[src/hdl/fpda_pkg.sv]
// ----------------------------------------------------------------------------
// fpda_pkg
// types and constants of the fan drive demand arbiter
// ----------------------------------------------------------------------------
package fpda_pkg;

	localparam int NUM_SOURCES_DEF = 8;
	localparam int PWM_FULL_DEF    = 255;
	localparam int CFG_IDX_W       = 4;

	// register indexes of the configuration port
	typedef enum logic [CFG_IDX_W-1:0] {
		CFG_MIN_PWM         = 4'd0,
		CFG_MAX_PWM         = 4'd1,
		CFG_STOP_ENABLE     = 4'd2,
		CFG_STOP_HYSTERESIS = 4'd3
	} cfg_idx_t;

	// item kinds
	typedef enum logic {
		KIND_DEMAND = 1'b0,
		KIND_CLEAR  = 1'b1
	} kind_t;

	// fan events
	typedef enum logic [1:0] {
		EV_NONE  = 2'd0,
		EV_STOP  = 2'd1,
		EV_START = 2'd2
	} fan_event_t;

	// last written value before anything was written
	localparam logic [8:0] LAST_NONE = 9'd511;

	// half of 100 percent in Q8.8, for rounding
	localparam int ROUND_HALF = 12800;

	typedef struct packed {
		kind_t              kind;
		logic [2:0]         source_index;
		logic signed [15:0] demand;
		logic signed [7:0]  temp_offset;
	} item_t;

	typedef struct packed {
		logic [7:0] pwm_value;
		logic       pwm_write;
		fan_event_t fan_event;
	} result_t;

	typedef struct packed {
		logic [CFG_IDX_W-1:0] index;
		logic [7:0]           value;
	} cfg_wr_t;

	// control from the sequencer to the demand store
	typedef struct packed {
		logic               wr_en;
		logic               clr;
		logic [2:0]         addr;
		logic signed [15:0] data;
		logic               scan_start;
	} store_ctrl_t;

	// status from the demand store
	typedef struct packed {
		logic               done;
		logic               any;
		logic signed [15:0] best;
	} store_stat_t;

endpackage

[src/hdl/fpda_chan_if.sv]
// ----------------------------------------------------------------------------
// fpda_chan_if
// valid/ready channel carrying one payload item
// ----------------------------------------------------------------------------
interface fpda_chan_if #(
	parameter type payload_t = logic
) ();
	logic     valid;
	logic     ready;
	payload_t data;

	modport source (output valid, output data, input ready);
	modport sink (input valid, input data, output ready);
endinterface

[src/hdl/fpda_store.sv]
// ----------------------------------------------------------------------------
// fpda_store
// demand memory with valid bits and a one-read-per-cycle maximum scan
// ----------------------------------------------------------------------------
module fpda_store #(
	parameter int NUM_SOURCES = fpda_pkg::NUM_SOURCES_DEF
) (
	input  logic                  clk,
	input  logic                  arst_n,
	input  fpda_pkg::store_ctrl_t ctrl,
	output fpda_pkg::store_stat_t stat
);
	localparam int AW = (NUM_SOURCES > 1) ? $clog2(NUM_SOURCES) : 1;
	localparam logic [AW-1:0] LAST_ADDR = AW'(NUM_SOURCES - 1);

	logic signed [15:0]     mem_q [NUM_SOURCES];
	logic [NUM_SOURCES-1:0] valid_q;
	logic                   rd_act_q;
	logic [AW-1:0]          rd_cnt_q;
	logic                   chk_s1;
	logic                   last_s1;
	logic [AW-1:0]          idx_s1;
	logic signed [15:0]     rdata_s1;
	logic                   done_q;
	logic                   any_q;
	logic signed [15:0]     best_q;
	logic                   in_range;
	logic                   take;

	assign in_range = 32'(ctrl.addr) < NUM_SOURCES;

	// candidate beats the running maximum
	assign take = chk_s1 && valid_q[idx_s1] && (!any_q || (rdata_s1 > best_q));

	// memory write port and registered read port
	always_ff @(posedge clk) begin
		if (ctrl.wr_en && in_range) begin
			mem_q[AW'(ctrl.addr)] <= ctrl.data;
		end
		rdata_s1 <= mem_q[rd_cnt_q];
		idx_s1   <= rd_cnt_q;
		if (take) begin
			best_q <= rdata_s1;
		end
	end

	// valid bits and scan control
	always_ff @(posedge clk or negedge arst_n) begin
		if (!arst_n) begin
			valid_q  <= '0;
			rd_act_q <= 1'b0;
			rd_cnt_q <= '0;
			chk_s1   <= 1'b0;
			last_s1  <= 1'b0;
			done_q   <= 1'b0;
			any_q    <= 1'b0;
		end else begin
			if (ctrl.clr) begin
				valid_q <= '0;
			end else if (ctrl.wr_en && in_range) begin
				valid_q[AW'(ctrl.addr)] <= 1'b1;
			end
			chk_s1  <= rd_act_q;
			last_s1 <= rd_act_q && (rd_cnt_q == LAST_ADDR);
			done_q  <= chk_s1 && last_s1;
			if (ctrl.scan_start) begin
				rd_act_q <= 1'b1;
				rd_cnt_q <= '0;
				any_q    <= 1'b0;
			end else begin
				if (rd_act_q) begin
					if (rd_cnt_q == LAST_ADDR) begin
						rd_act_q <= 1'b0;
					end else begin
						rd_cnt_q <= rd_cnt_q + AW'(1);
					end
				end
				if (take) begin
					any_q <= 1'b1;
				end
			end
		end
	end

	assign stat.done = done_q;
	assign stat.any  = any_q;
	assign stat.best = best_q;
endmodule

[src/hdl/fpda_scale.sv]
// ----------------------------------------------------------------------------
// fpda_scale
// three-stage linear scaling of a demand onto the drive range
// ----------------------------------------------------------------------------
module fpda_scale (
	input  logic               clk,
	input  logic               arst_n,
	input  logic               start,
	input  logic [7:0]         min_pwm,
	input  logic [7:0]         max_pwm,
	input  logic signed [15:0] demand,
	output logic               done,
	output logic [7:0]         value
);
	// 5243 / 2^17 is exact as 1/25 for every quotient in range
	localparam logic [12:0] RECIP_25 = 13'd5243;
	localparam int          RECIP_SH = 17;
	localparam int          ROUND_OFFSET = fpda_pkg::ROUND_HALF;

	logic               v_s1, v_s2, v_s3;
	logic signed [24:0] p_s1;
	logic               neg_s2;
	logic [27:0]        prod_s2;
	logic [7:0]         value_s3;

	logic signed [8:0]  diff;
	logic [23:0]        mag;
	logic [24:0]        biased;
	logic [14:0]        y;
	logic [9:0]         q;
	logic signed [10:0] r;
	logic signed [10:0] v;
	logic signed [10:0] hi;
	logic [7:0]         sat;

	// stage 1 operands
	assign diff = $signed({1'b0, max_pwm}) - $signed({1'b0, min_pwm});

	// stage 2: magnitude, rounding bias, divide by 1024
	assign mag    = p_s1[24] ? 24'(-p_s1) : 24'(p_s1);
	assign biased = {1'b0, mag} + 25'(ROUND_OFFSET);
	assign y      = biased[24:10];

	// stage 3: divide by 25, sign, offset and saturate
	assign q  = prod_s2[RECIP_SH +: 10];
	assign r  = neg_s2 ? -$signed({1'b0, q}) : $signed({1'b0, q});
	assign v  = $signed({3'b000, min_pwm}) + r;
	assign hi = $signed({3'b000, max_pwm});
	always_comb begin
		sat = v[7:0];
		if (max_pwm >= min_pwm) begin
			if (v > hi) sat = max_pwm;
		end else begin
			if (v < hi) sat = max_pwm;
		end
	end

	always_ff @(posedge clk) begin
		p_s1     <= diff * demand;
		neg_s2   <= p_s1[24];
		prod_s2  <= 28'(y) * 28'(RECIP_25);
		value_s3 <= sat;
	end

	always_ff @(posedge clk or negedge arst_n) begin
		if (!arst_n) begin
			v_s1 <= 1'b0;
			v_s2 <= 1'b0;
			v_s3 <= 1'b0;
		end else begin
			v_s1 <= start;
			v_s2 <= v_s1;
			v_s3 <= v_s2;
		end
	end

	assign done  = v_s3;
	assign value = value_s3;
endmodule

[src/hdl/fan_pwm_demand_arbiter.sv]
// ----------------------------------------------------------------------------
// fan_pwm_demand_arbiter
// stores fan demands per source, drives the fan from the largest one
//
//   channel  role   payload                                      handshake
//   req      sink   kind, source_index, demand, temp_offset      valid/ready
//   rsp      source pwm_value, pwm_write, fan_event              valid/ready
//   cfg      sink   index, value (min, max, stop enable, hyst)   valid/ready
//
// a demand item passes through the scan that reads the demand memory one
// entry per cycle, followed by the three-stage scaler; a clear item goes
// straight from acceptance to the result register.
// one item at a time; the next is taken while a result waits in rsp.
// reset clears valid bits, stop flag and last value; memory stays unwritten.
// ----------------------------------------------------------------------------
module fan_pwm_demand_arbiter #(
	parameter int NUM_SOURCES = fpda_pkg::NUM_SOURCES_DEF,
	parameter int PWM_FULL    = fpda_pkg::PWM_FULL_DEF
) (
	input logic         clk,
	input logic         arst_n,
	fpda_chan_if.sink   req,
	fpda_chan_if.source rsp,
	fpda_chan_if.sink   cfg
);
	localparam logic [7:0] MAX_RST = (PWM_FULL > 255) ? 8'd255 : 8'(PWM_FULL);

	typedef enum logic [1:0] {
		ST_IDLE,
		ST_SCAN,
		ST_SCALE,
		ST_DONE
	} state_t;

	state_t                state_q;
	fpda_pkg::item_t       item_q;
	fpda_pkg::item_t       req_item;
	fpda_pkg::cfg_wr_t     cfg_wr;
	fpda_pkg::result_t     rsp_data_q;
	fpda_pkg::result_t     res_d;
	logic                  rsp_valid_q;
	logic                  rsp_load;
	logic                  stopped_q;
	logic                  stop_d;
	logic [8:0]            last_q;
	logic [7:0]            raw;
	logic [7:0]            neg_t;
	logic                  req_acc;

	logic [7:0]            min_pwm_q;
	logic [7:0]            max_pwm_q;
	logic                  stop_en_q;
	logic [6:0]            hyst_q;

	fpda_pkg::store_ctrl_t st_ctrl;
	fpda_pkg::store_stat_t st_stat;
	logic                  sc_start;
	logic                  sc_done;
	logic [7:0]            sc_value;

	assign req_item  = req.data;
	assign cfg_wr    = cfg.data;
	assign req.ready = (state_q == ST_IDLE);
	assign req_acc   = req.valid && req.ready;
	assign cfg.ready = 1'b1;

	// result register takes a new item when empty or drained this cycle
	assign rsp_load = (state_q == ST_DONE) && (!rsp_valid_q || rsp.ready);

	// configuration registers
	always_ff @(posedge clk or negedge arst_n) begin
		if (!arst_n) begin
			min_pwm_q <= 8'd0;
			max_pwm_q <= MAX_RST;
			stop_en_q <= 1'b0;
			hyst_q    <= 7'd0;
		end else if (cfg.valid) begin
			unique case (cfg_wr.index)
				fpda_pkg::CFG_MIN_PWM:         min_pwm_q <= cfg_wr.value;
				fpda_pkg::CFG_MAX_PWM:         max_pwm_q <= cfg_wr.value;
				fpda_pkg::CFG_STOP_ENABLE:     stop_en_q <= cfg_wr.value[0];
				fpda_pkg::CFG_STOP_HYSTERESIS: hyst_q    <= cfg_wr.value[6:0];
				default: ;
			endcase
		end
	end

	// store access: write or clear at acceptance; a write also starts the scan
	always_comb begin
		st_ctrl.wr_en      = req_acc && (req_item.kind == fpda_pkg::KIND_DEMAND);
		st_ctrl.clr        = req_acc && (req_item.kind == fpda_pkg::KIND_CLEAR);
		st_ctrl.addr       = req_item.source_index;
		st_ctrl.data       = req_item.demand;
		st_ctrl.scan_start = st_ctrl.wr_en;
	end

	fpda_store #(
		.NUM_SOURCES(NUM_SOURCES)
	) u_store (
		.clk   (clk),
		.arst_n(arst_n),
		.ctrl  (st_ctrl),
		.stat  (st_stat)
	);

	assign sc_start = (state_q == ST_SCAN) && st_stat.done;

	fpda_scale u_scale (
		.clk    (clk),
		.arst_n (arst_n),
		.start  (sc_start),
		.min_pwm(min_pwm_q),
		.max_pwm(max_pwm_q),
		.demand (st_stat.best),
		.done   (sc_done),
		.value  (sc_value)
	);

	// stop rule with hysteresis
	assign neg_t = 8'(~item_q.temp_offset) + 8'd1;
	always_comb begin
		stop_d = stopped_q;
		if (stop_en_q) begin
			if (!item_q.temp_offset[7]) begin
				stop_d = 1'b0;
			end else if (neg_t >= {1'b0, hyst_q}) begin
				stop_d = 1'b1;
			end
		end
	end

	// drive value and change events
	always_comb begin
		raw = (stop_en_q && stop_d) ? 8'd0 : min_pwm_q;
		if (st_stat.any && !st_stat.best[15]) begin
			raw = sc_value;
		end
		res_d.pwm_value = raw;
		res_d.pwm_write = ({1'b0, raw} != last_q);
		res_d.fan_event = fpda_pkg::EV_NONE;
		if (item_q.kind == fpda_pkg::KIND_CLEAR) begin
			res_d.pwm_value = (last_q == fpda_pkg::LAST_NONE) ? 8'd0 : last_q[7:0];
			res_d.pwm_write = 1'b0;
		end else if (res_d.pwm_write) begin
			priority if (raw == 8'd0) begin
				res_d.fan_event = fpda_pkg::EV_STOP;
			end else if (last_q == 9'd0) begin
				res_d.fan_event = fpda_pkg::EV_START;
			end else begin
				res_d.fan_event = fpda_pkg::EV_NONE;
			end
		end
	end

	// item payload
	always_ff @(posedge clk) begin
		if (req_acc) begin
			item_q <= req_item;
		end
	end

	// sequencer, result register and drive state
	always_ff @(posedge clk or negedge arst_n) begin
		if (!arst_n) begin
			state_q     <= ST_IDLE;
			rsp_valid_q <= 1'b0;
			rsp_data_q  <= '0;
			stopped_q   <= 1'b0;
			last_q      <= fpda_pkg::LAST_NONE;
		end else begin
			if (rsp.ready && !rsp_load) begin
				rsp_valid_q <= 1'b0;
			end
			unique case (state_q)
				ST_IDLE: begin
					if (req_acc) begin
						state_q <= (req_item.kind == fpda_pkg::KIND_CLEAR) ? ST_DONE : ST_SCAN;
					end
				end
				ST_SCAN: begin
					if (st_stat.done) state_q <= ST_SCALE;
				end
				ST_SCALE: begin
					if (sc_done) state_q <= ST_DONE;
				end
				ST_DONE: begin
					if (rsp_load) begin
						rsp_valid_q <= 1'b1;
						rsp_data_q  <= res_d;
						if (item_q.kind == fpda_pkg::KIND_DEMAND) begin
							stopped_q <= stop_d;
							if (res_d.pwm_write) last_q <= {1'b0, raw};
						end
						state_q <= ST_IDLE;
					end
				end
				default: state_q <= ST_IDLE;
			endcase
		end
	end

	assign rsp.valid = rsp_valid_q;
	assign rsp.data  = rsp_data_q;
endmodule

[src/flat_wrapper.sv]
// flat-port wrapper written by rule: the top's interface ports become plain ports
module fan_pwm_demand_arbiter_flat 
#(
	parameter int NUM_SOURCES = fpda_pkg::NUM_SOURCES_DEF,
	parameter int PWM_FULL    = fpda_pkg::PWM_FULL_DEF
)
  (clk, arst_n, req_valid, req_data, req_ready, rsp_valid, rsp_data, rsp_ready, cfg_valid, cfg_data, cfg_ready);
  fpda_chan_if req_i ();
  fpda_chan_if rsp_i ();
  fpda_chan_if cfg_i ();
  input logic clk;
  input logic arst_n;
  input wire logic [$bits(req_i.valid)-1:0] req_valid;
  input wire logic [$bits(req_i.data)-1:0] req_data;
  output wire logic [$bits(req_i.ready)-1:0] req_ready;
  output wire logic [$bits(rsp_i.valid)-1:0] rsp_valid;
  output wire logic [$bits(rsp_i.data)-1:0] rsp_data;
  input wire logic [$bits(rsp_i.ready)-1:0] rsp_ready;
  input wire logic [$bits(cfg_i.valid)-1:0] cfg_valid;
  input wire logic [$bits(cfg_i.data)-1:0] cfg_data;
  output wire logic [$bits(cfg_i.ready)-1:0] cfg_ready;
  assign req_i.valid = req_valid;
  assign req_i.data = req_data;
  assign req_ready = req_i.ready;
  assign rsp_valid = rsp_i.valid;
  assign rsp_data = rsp_i.data;
  assign rsp_i.ready = rsp_ready;
  assign cfg_i.valid = cfg_valid;
  assign cfg_i.data = cfg_data;
  assign cfg_ready = cfg_i.ready;
  fan_pwm_demand_arbiter #(.NUM_SOURCES(NUM_SOURCES), .PWM_FULL(PWM_FULL)) u_core (.clk(clk), .arst_n(arst_n), .req(req_i), .rsp(rsp_i), .cfg(cfg_i));
endmodule
[config.mk]
export PLATFORM = sky130hd
export DESIGN_NAME = fan_pwm_demand_arbiter_flat
export DESIGN_NICKNAME = d
export VERILOG_FILES = /design/src/hdl/fpda_pkg.sv /design/src/hdl/fpda_chan_if.sv /design/src/hdl/fpda_store.sv /design/src/hdl/fpda_scale.sv /design/src/hdl/fan_pwm_demand_arbiter.sv /design/src/flat_wrapper.sv
export SDC_FILE = /design/constraint.sdc
export NUM_CORES = 1
export LEC_CHECK = 0
export BUFFER_PORTS_ARGS = -buffer_cell sky130_fd_sc_hd__buf_4
export CORE_MARGIN = 2
export CORE_UTILIZATION = 34
export CTS_CLUSTER_SIZE = 28
export DETAILED_ROUTE_END_ITERATION = 12
export PLACE_DENSITY = 0.63
export SKIP_CTS_REPAIR_TIMING = 1
export SYNTH_ARGS = -nofsm -noshare
export SYNTH_HDL_FRONTEND = slang
export SYNTH_SLANG_ARGS = --single-unit
[constraint.sdc]
create_clock -name clk -period 1.5 [get_ports clk]
set_input_delay 0.3 -clock clk [delete_from_list [all_inputs] [get_ports clk]]
set_output_delay 0.3 -clock clk [all_outputs]
set_load 0.02 [all_outputs]
==> results.md, run 1 <==
- Run status: completed
- I/O Buffers: 8
- Root Buffer Master: clkbuf_4
- Syn_area_per_cell: 13.2 µm²
- Area Overhead vs Synth: 18.9%
- Biggest area consumer among synthesized cells: dfrtp_1
- Fmax: 682 MHz
- Total Power: 2.11 mW
- Number of synthesized register bits: 23
- Hold WC Path Type: input port to register
- Final count of hold timing violations: 0
- Yosys Warn Count: 0
- Dpl cells: 106
- Diodes inserted: 0
- Final-layout fill cell count: 244
- Crit path launch type: register
- Initial antenna violation count: 0
- H-tree lvl count: 1
- Mux contribution to synthesized area: 0.0847
- Placed Instance Area: 1000 µm²
- RSZ-0062 raised after global routing: true
- DR WL/cell: 12.4 µm
- Number of global-route vias before repair: 544
- Bufs on Longest Clock Path: 2
- Max Cap Viol: 0
- WS Path Type: register to primary output
- Tcrit/Tclk final: 0.977
- Largest family of logic cells by synthesized area: simple AND/OR/NAND/NOR gates
- Power per cell area: 1970 nW/µm²
- DRC: 0
- Die Wd: 55.5 µm
- Req. time, crit path: 1.20 ns
- Routed vias: 536
- Die Area: 3080 µm²
- Routability cong.: 0.697
- Iteration-0 DRC count of the detailed router: 3
- Sequential cell area: 558 µm²
- Clk Latency, worst-skew pair: 0.30 ns
- Adder-cell share of the synthesized area: 0.0833
- Fin area: 1070 µm²
- Starting density of the core: 0.360
- Ys flop type: dfrtp_1
- Cell with the most instances after synthesis: dfrtp_1
- Drt pass-1 iters: 4
- Core Footprint: 2500 µm²
- Commonest cells post-synth: 17 x dfrtp_1, 6 x a21oi_1, 6 x ha_1, 6 x nand2b_1
- Antenna-violating nets left: 0
- Critical Path Sink Type: primary output
- Peak VDD IR: 1060 µV
- Sink Count: 23
- Register area share after synthesis: 0.619
- First-pass GRT wire length: 2290 µm
- Ports: 11
- Max FO, Critical Path: 7
- DP HPWL: 933 µm
- Footprint of the multi-input gates: 340 µm²
- Setup Viol. Count Final: 0
- Total global-route track usage: 0.0991
- Top cell type's share of synthesized area: 0.472
- Final Critical Period: 1.47 ns
- Net count reported at finish: 97
- Post-synthesis compound-gate area fraction: 0.0500
- Clk slew on worst S/H paths: 0.12 ns
- Num CTS Buffers: 3
- Cell variety after synth: 22
- CTS tree: yes
- Synth Cell Area: 901 µm²
- GRT overflow: 0
- Post-synth EDFFs: 0
- Setup Skew: 0.00305 ns
- Asr flop ratio synth: 0.826
- Most area-consuming cells after synthesis: dfrtp_1 47%, dfxtp_1 8.9%, ha_1 8.3%
- Largest net degree at the start of global routing: 20
- Drt via density: 4.74
- P_leak: 0.502 nW
- Final Max Slew Viols: 0
- Row count: 18
- Share of cells above drive strength 1: 0.313
- Post-Synth XOR/XNOR Area: 0.00972
- Post-Syn Instances: 68
- Final wirelength: 1410 µm
- Arrival @ worst endpoint: 1.17 ns
- Syn nets: 81
- Die Y-Extent: 55.5 µm
- Non-Filler Instances: 113
- Synth Area in Simple Gates: 0.128
[critical path, stage by stage, from the launching register on]
cell and delay [ns]:
dfrtp_1 0.44, inv_2 0.10, ha_4 0.19, buf_6 0.13
[cells by family (layout without fill, tap and decap cells)]
group,Yosys count,in the layout
adders and majority gates,6,6
other,1,1
and+or+nand+nor,19,19
buffers and inverters,4,19
AOI/OAI and AO/OA,7,7
muxes,7,7
xor gates and xnor gates,1,1
DFF,23,23
[placed cells by master, fill, tap and decap left out]
cell / count
dfstp_2: 2
xnor2_1: 1
clkbuf_4: 3
and4b_1: 1
o2111ai_2: 1
dfrtp_1: 17
dlygate4sd3_1: 1
buf_6: 1
conb_1: 1
mux2_4: 1
dfxtp_1: 4
clkinv_2: 1
and2_1: 4
mux2i_1: 2
and2b_1: 1
inv_2: 3
mux2_2: 3
nand2b_1: 6
a21oi_1: 6
ha_4: 1
nand2_1: 3
nor2_1: 2
nor4b_1: 1
mux2_1: 1
buf_4: 10
nand3b_1: 1
ha_1: 5
[layout make-up]
type,instances,share of cell area
tap,30,0.0350
clock buffer,3,0.0210
sequential,23,0.521
inverter,3,0.0105
timing repair buffer,12,0.0900
multi-input combinational,41,0.318
clock inverter,1,0.00467
[sequential cells by signal, indices dropped and copies added, names as in the netlist]
name,flops
u_core.min_pwm_q,1
u_core.rsp.data,1
u_core.u_store.rd_cnt_q,3
u_core.rsp.valid,1
u_core.u_store.done_q,1
u_core.u_store.chk_s1,1
u_core.last_q,2
u_core.u_store.any_q,1
u_core.u_scale.value,1
u_core.u_store.last_s1,1
u_core.state_q,2
u_core.u_scale.done,1
u_core.u_scale.v_s1,1
u_core.u_scale.v_s2,1
u_core.u_store.rd_act_q,1
u_core.u_store.idx_s1,3
u_core.u_store.valid_q,1
[per-stage QoR]
step | util | setup WS, ns | hold slack (ns) | TNS (ns)
after global placement | 0.400 | 0.107 | 0.185 | 0
after floorplan | - | 0.0535 | 0.00441 | 0
after CTS | 0.411 | -0.137 | -0.158 | -0.137
final | 0.428 | 0.0343 | 0.218 | 0
after global routing | 0.428 | -0.0298 | 0.185 | -0.0657
after detailed placement | 0.400 | 0.0795 | 0.189 | 0
[metal layers]
metal,track usage,share of wire,vias up
li1,-,-,259
met1,0.110,0.46,265
met2,0.165,0.49,10
met3,0.0492,0.041,2
met4,0.0314,0.0085,0
met5,0,0,-
[where the power goes]
part / total [mW] / switching [mW] / leakage, nW / internal (mW)
combinational: 0.874 / 0.413 / 0.222 / 0.461
sequential: 0.961 / 0.125 / 0.262 / 0.836
clock: 0.276 / 0.176 / 0.0177 / 0.0994
total: 2.11 / 0.715 / 0.502 / 1.40
[worst paths after layout]
path	startpoint	to	slack, ns	depth (start not counted)
max in group asynchronous	arst_n	u_core.last_q[0]$_DFFE_PN1P_	0.86	2
worst min-delay path	cfg_data	u_core.min_pwm_q[0]$_DFFE_PN0P_	0.22	2
worst max-delay path	u_core.state_q[0]$_DFFE_PN0P_	req_ready	0.03	3
worst min register to register	u_core.u_scale.v_s1$_DFF_PN0_	u_core.u_scale.v_s2$_DFF_PN0_	0.36	0
min in group asynchronous	arst_n	u_core.rsp.data$_DFFE_PN0P_	0.38	2
worst max register to register	u_core.u_store.rd_cnt_q[0]$_DFFE_PN0P_	u_core.u_store.rd_cnt_q[1]$_DFFE_PN0P_	0.04	5
Power figures use the tool's default switching activity.
==> run 2: changes to the inputs <==
Settings changed: CORE_UTILIZATION 34 to 35, PLACE_DENSITY 0.63 to 0.65, SETUP_SLACK_MARGIN set to 0.15.
==> run 2 against run 1 <==
Against the previous run: hold slack got worse by 0.0097 ns; utilization rose by 2.4 points; wire length fell by 3.3%; first-iteration DRC count fell by 67%; clock skew fell by 0.0016 ns; sequential share of layout area fell by 1.9 points; combinational power rose by 9.3%; critical path depth rose by 2; flip-flop and latch count did not move; via count fell by 0.56%; die area fell by 2.7%; global-route usage rose by 1.3 points.
==> results.md, run 2 (synthesis gave the netlist of run 1 again) <==
- Die Y-Extent: 54.7 µm (-1.3%)
- Post-Place Setup Slack: 0.0897 ns (+0.0102 ns)
- Share of cells above drive strength 1: 0.372 (+0.0588)
- Run status: completed
- Tcrit/Tclk final: 0.978 (+0.00135)
- Final wirelength: 1360 µm (-3.3%)
- Fin area: 1110 µm² (+3.7%)
- Fmax: 681 MHz (-0.14%)
- DR WL/cell: 11.7 µm (-5.8%)
- Clk Latency, worst-skew pair: 0.30 ns (about the same)
- Non-Filler Instances: 116 (+2.7%)
- CP startpoint: u_core.state_q[1]$_DFFE_PN0P_
- Worst setup slack after layout: 0.0323 ns (-0.00202 ns)
- Req. time, crit path: 1.70 ns (+0.50 ns)
- Commonest non-fill, non-tap cell in the layout: dfrtp_1
- DP HPWL: 950 µm (+1.8%)
- Most frequent cells in the layout: 17 x dfrtp_1, 13 x buf_4, 6 x nand2b_1, 6 x a21oi_1
- Number of global-route vias before repair: 489 (-10%)
- Routability cong.: 0.683 (-2.1%)
- Drt pass-1 iters: 2 (-2)
- Hold WC Path Type: input port to register
- RSZ-0062 raised after global routing: true
- Worst-path cell chain: buf_4, ha_1, nand3b_1, o2111ai_2, mux2_4
- Max Cap Viol: 0 (unchanged)
- Final Max Slew Viols: 0 (unchanged)
- Core Footprint: 2450 µm² (-1.8%)
- Family with the most delay on the worst path: flip-flops
- Row count: 18 (unchanged)
- Setup Skew: 0.00150 ns (-0.00156 ns)
- Routed vias: 533 (-0.56%)
- Area Overhead vs Synth: 23.3%
- Cell-internal power: 1.47 mW (+5.6%)
- Drt via density: 4.59 (-3.1%)
- Bufs on Longest Clock Path: 2 (unchanged)
- Slowest stage cell on the critical path: dfrtp_1
- Core Util, Final: 0.453 (+0.0242)
- Peak VDD IR: 1190 µV (+12%)
- Dpl cells: 105 (-0.94%)
- Arrival @ worst endpoint: 1.67 ns (+0.50 ns)
- Final count of hold timing violations: 0 (unchanged)
- CP peak stage delay: 0.44 ns (about the same)
- CP Buf/Inv Count: 1 (-1)
- Combinational Power Share: 0.435 (+0.021)
- R2R Path End: u_core.state_q[1]$_DFFE_PN0P_
- Power per cell area: 1980 nW/µm² (+0.35%)
- Placed Instance Area: 1000 µm² (+0.25%)
- I/O Buffers: 8 (unchanged)
- Crit path launch type: register
- Total global-route track usage: 0.112 (+0.0133)
- WS Path Type: register to register
- Footprint of the multi-input gates: 359 µm² (+5.5%)
- Reg-to-reg startpoint: u_core.state_q[1]$_DFFE_PN0P_
- Worst reg2reg setup slack: 0.03 ns (about the same)
- Max FO, Critical Path: 4 (-3)
- Largest net degree at the start of global routing: 20 (unchanged)
- Antenna-violating nets left: 0 (unchanged)
- Clk slew on worst S/H paths: 0.11 ns (about the same)
- Final-layout fill cell count: 226 (-7.4%)
- Num CTS Buffers: 3 (unchanged)
- Iteration-0 DRC count of the detailed router: 1 (-2)
- Clk pwr share: 0.126 (-0.005)
- Diodes inserted: 0 (unchanged)
- Critical Path Sink Type: register
- DRC: 0 (unchanged)
- Initial antenna violation count: 0 (unchanged)
- Regs by FF count: u_core.u_store.idx_s1 x3, u_core.u_store.rd_cnt_q x3
- Sequential cell area: 558 µm² (unchanged)
- Final Critical Period: 1.47 ns (+0.00202 ns)
- Root Buffer Master: clkbuf_4
- Sink Count: 23 (unchanged)
- Ports: 11 (unchanged)
- Die Area: 3000 µm² (-2.7%)
- Crit path to: u_core.state_q[1]$_DFFE_PN0P_
- R2R depth: 5 (unchanged)
- P_leak: 0.510 nW (+1.6%)
- Sequential power share: 0.439 (-0.016)
- GRT overflow: 0 (unchanged)
- Stages on worst setup path: 5 (+2)
- Starting density of the core: 0.367 (+0.00661)
- Net count reported at finish: 100 (+3.1%)
- Total Power: 2.20 mW (+4.1%)
- First-pass GRT wire length: 2190 µm (-4.2%)
- Psw: 0.723 mW (+1.2%)
- Switching Share: 0.329 (-0.00946)
- H-tree lvl count: 1 (unchanged)
- CTS tree: yes
- Setup Viol. Count Final: 0 (unchanged)
- Die Wd: 54.7 µm (-1.3%)
-- run 2: how the worst min path moves through the flow --
stage | from | to | slack (ns) | cells past startpoint
floorplan | arst_n | u_core.min_pwm_q[0]$_DFFE_PN0P_ | 0.004 | 0
global placement | arst_n | u_core.rsp.data$_DFFE_PN0P_ | 0.19 | 1
detailed placement | arst_n | u_core.min_pwm_q[0]$_DFFE_PN0P_ | 0.19 | 1
CTS | arst_n | u_core.min_pwm_q[0]$_DFFE_PN0P_ | -0.17 | 1
global route | req_valid | u_core.u_store.rd_cnt_q[0]$_DFFE_PN0P_ | 0.19 | 2
finish | req_valid | u_core.u_store.rd_cnt_q[0]$_DFFE_PN0P_ | 0.21 | 2
-- run 2: final cells by class --
class	instances	area share
flip-flops and latches	23	0.502
multi-input cells	41	0.323
repair buffers	15	0.107
well taps	30	0.0338
clock buffers	4	0.0236
inverters	3	0.0101
-- run 2: routing by layer --
| layer | global-route usage | part of all wire | wire (µm) | up-vias |
|---|---|---|---|---|
| met5 | 0 | 0 | 0 | - |
| met4 | 0.0500 | 0.0074 | 10 | 0 |
| met3 | 0.0574 | 0.038 | 51 | 2 |
| met2 | 0.173 | 0.47 | 642 | 9 |
| met1 | 0.130 | 0.48 | 656 | 261 |
| li1 | - | - | - | 261 |
-- run 2: through the flow --
stage | hold WS (ns) | setup TNS [ns]
2_1_floorplan | 0.00441 | 0
3_3_place_gp | 0.185 | 0
3_5_place_dp | 0.190 | 0
4_1_cts | -0.166 | -0.00805
5_1_grt | 0.188 | 0
6_report | 0.208 | 0
-- run 2: power by group through the flow --
stage / clock network, mW / registers, mW / logic, mW
floorplan: 0 / 0.973 / 0.566
global placement: 0 / 0.965 / 0.742
detailed placement: 0 / 0.979 / 0.763
CTS: 0.296 / 0.964 / 0.765
global route: 0.327 / 0.992 / 1.08
finish: 0.277 / 0.965 / 0.955
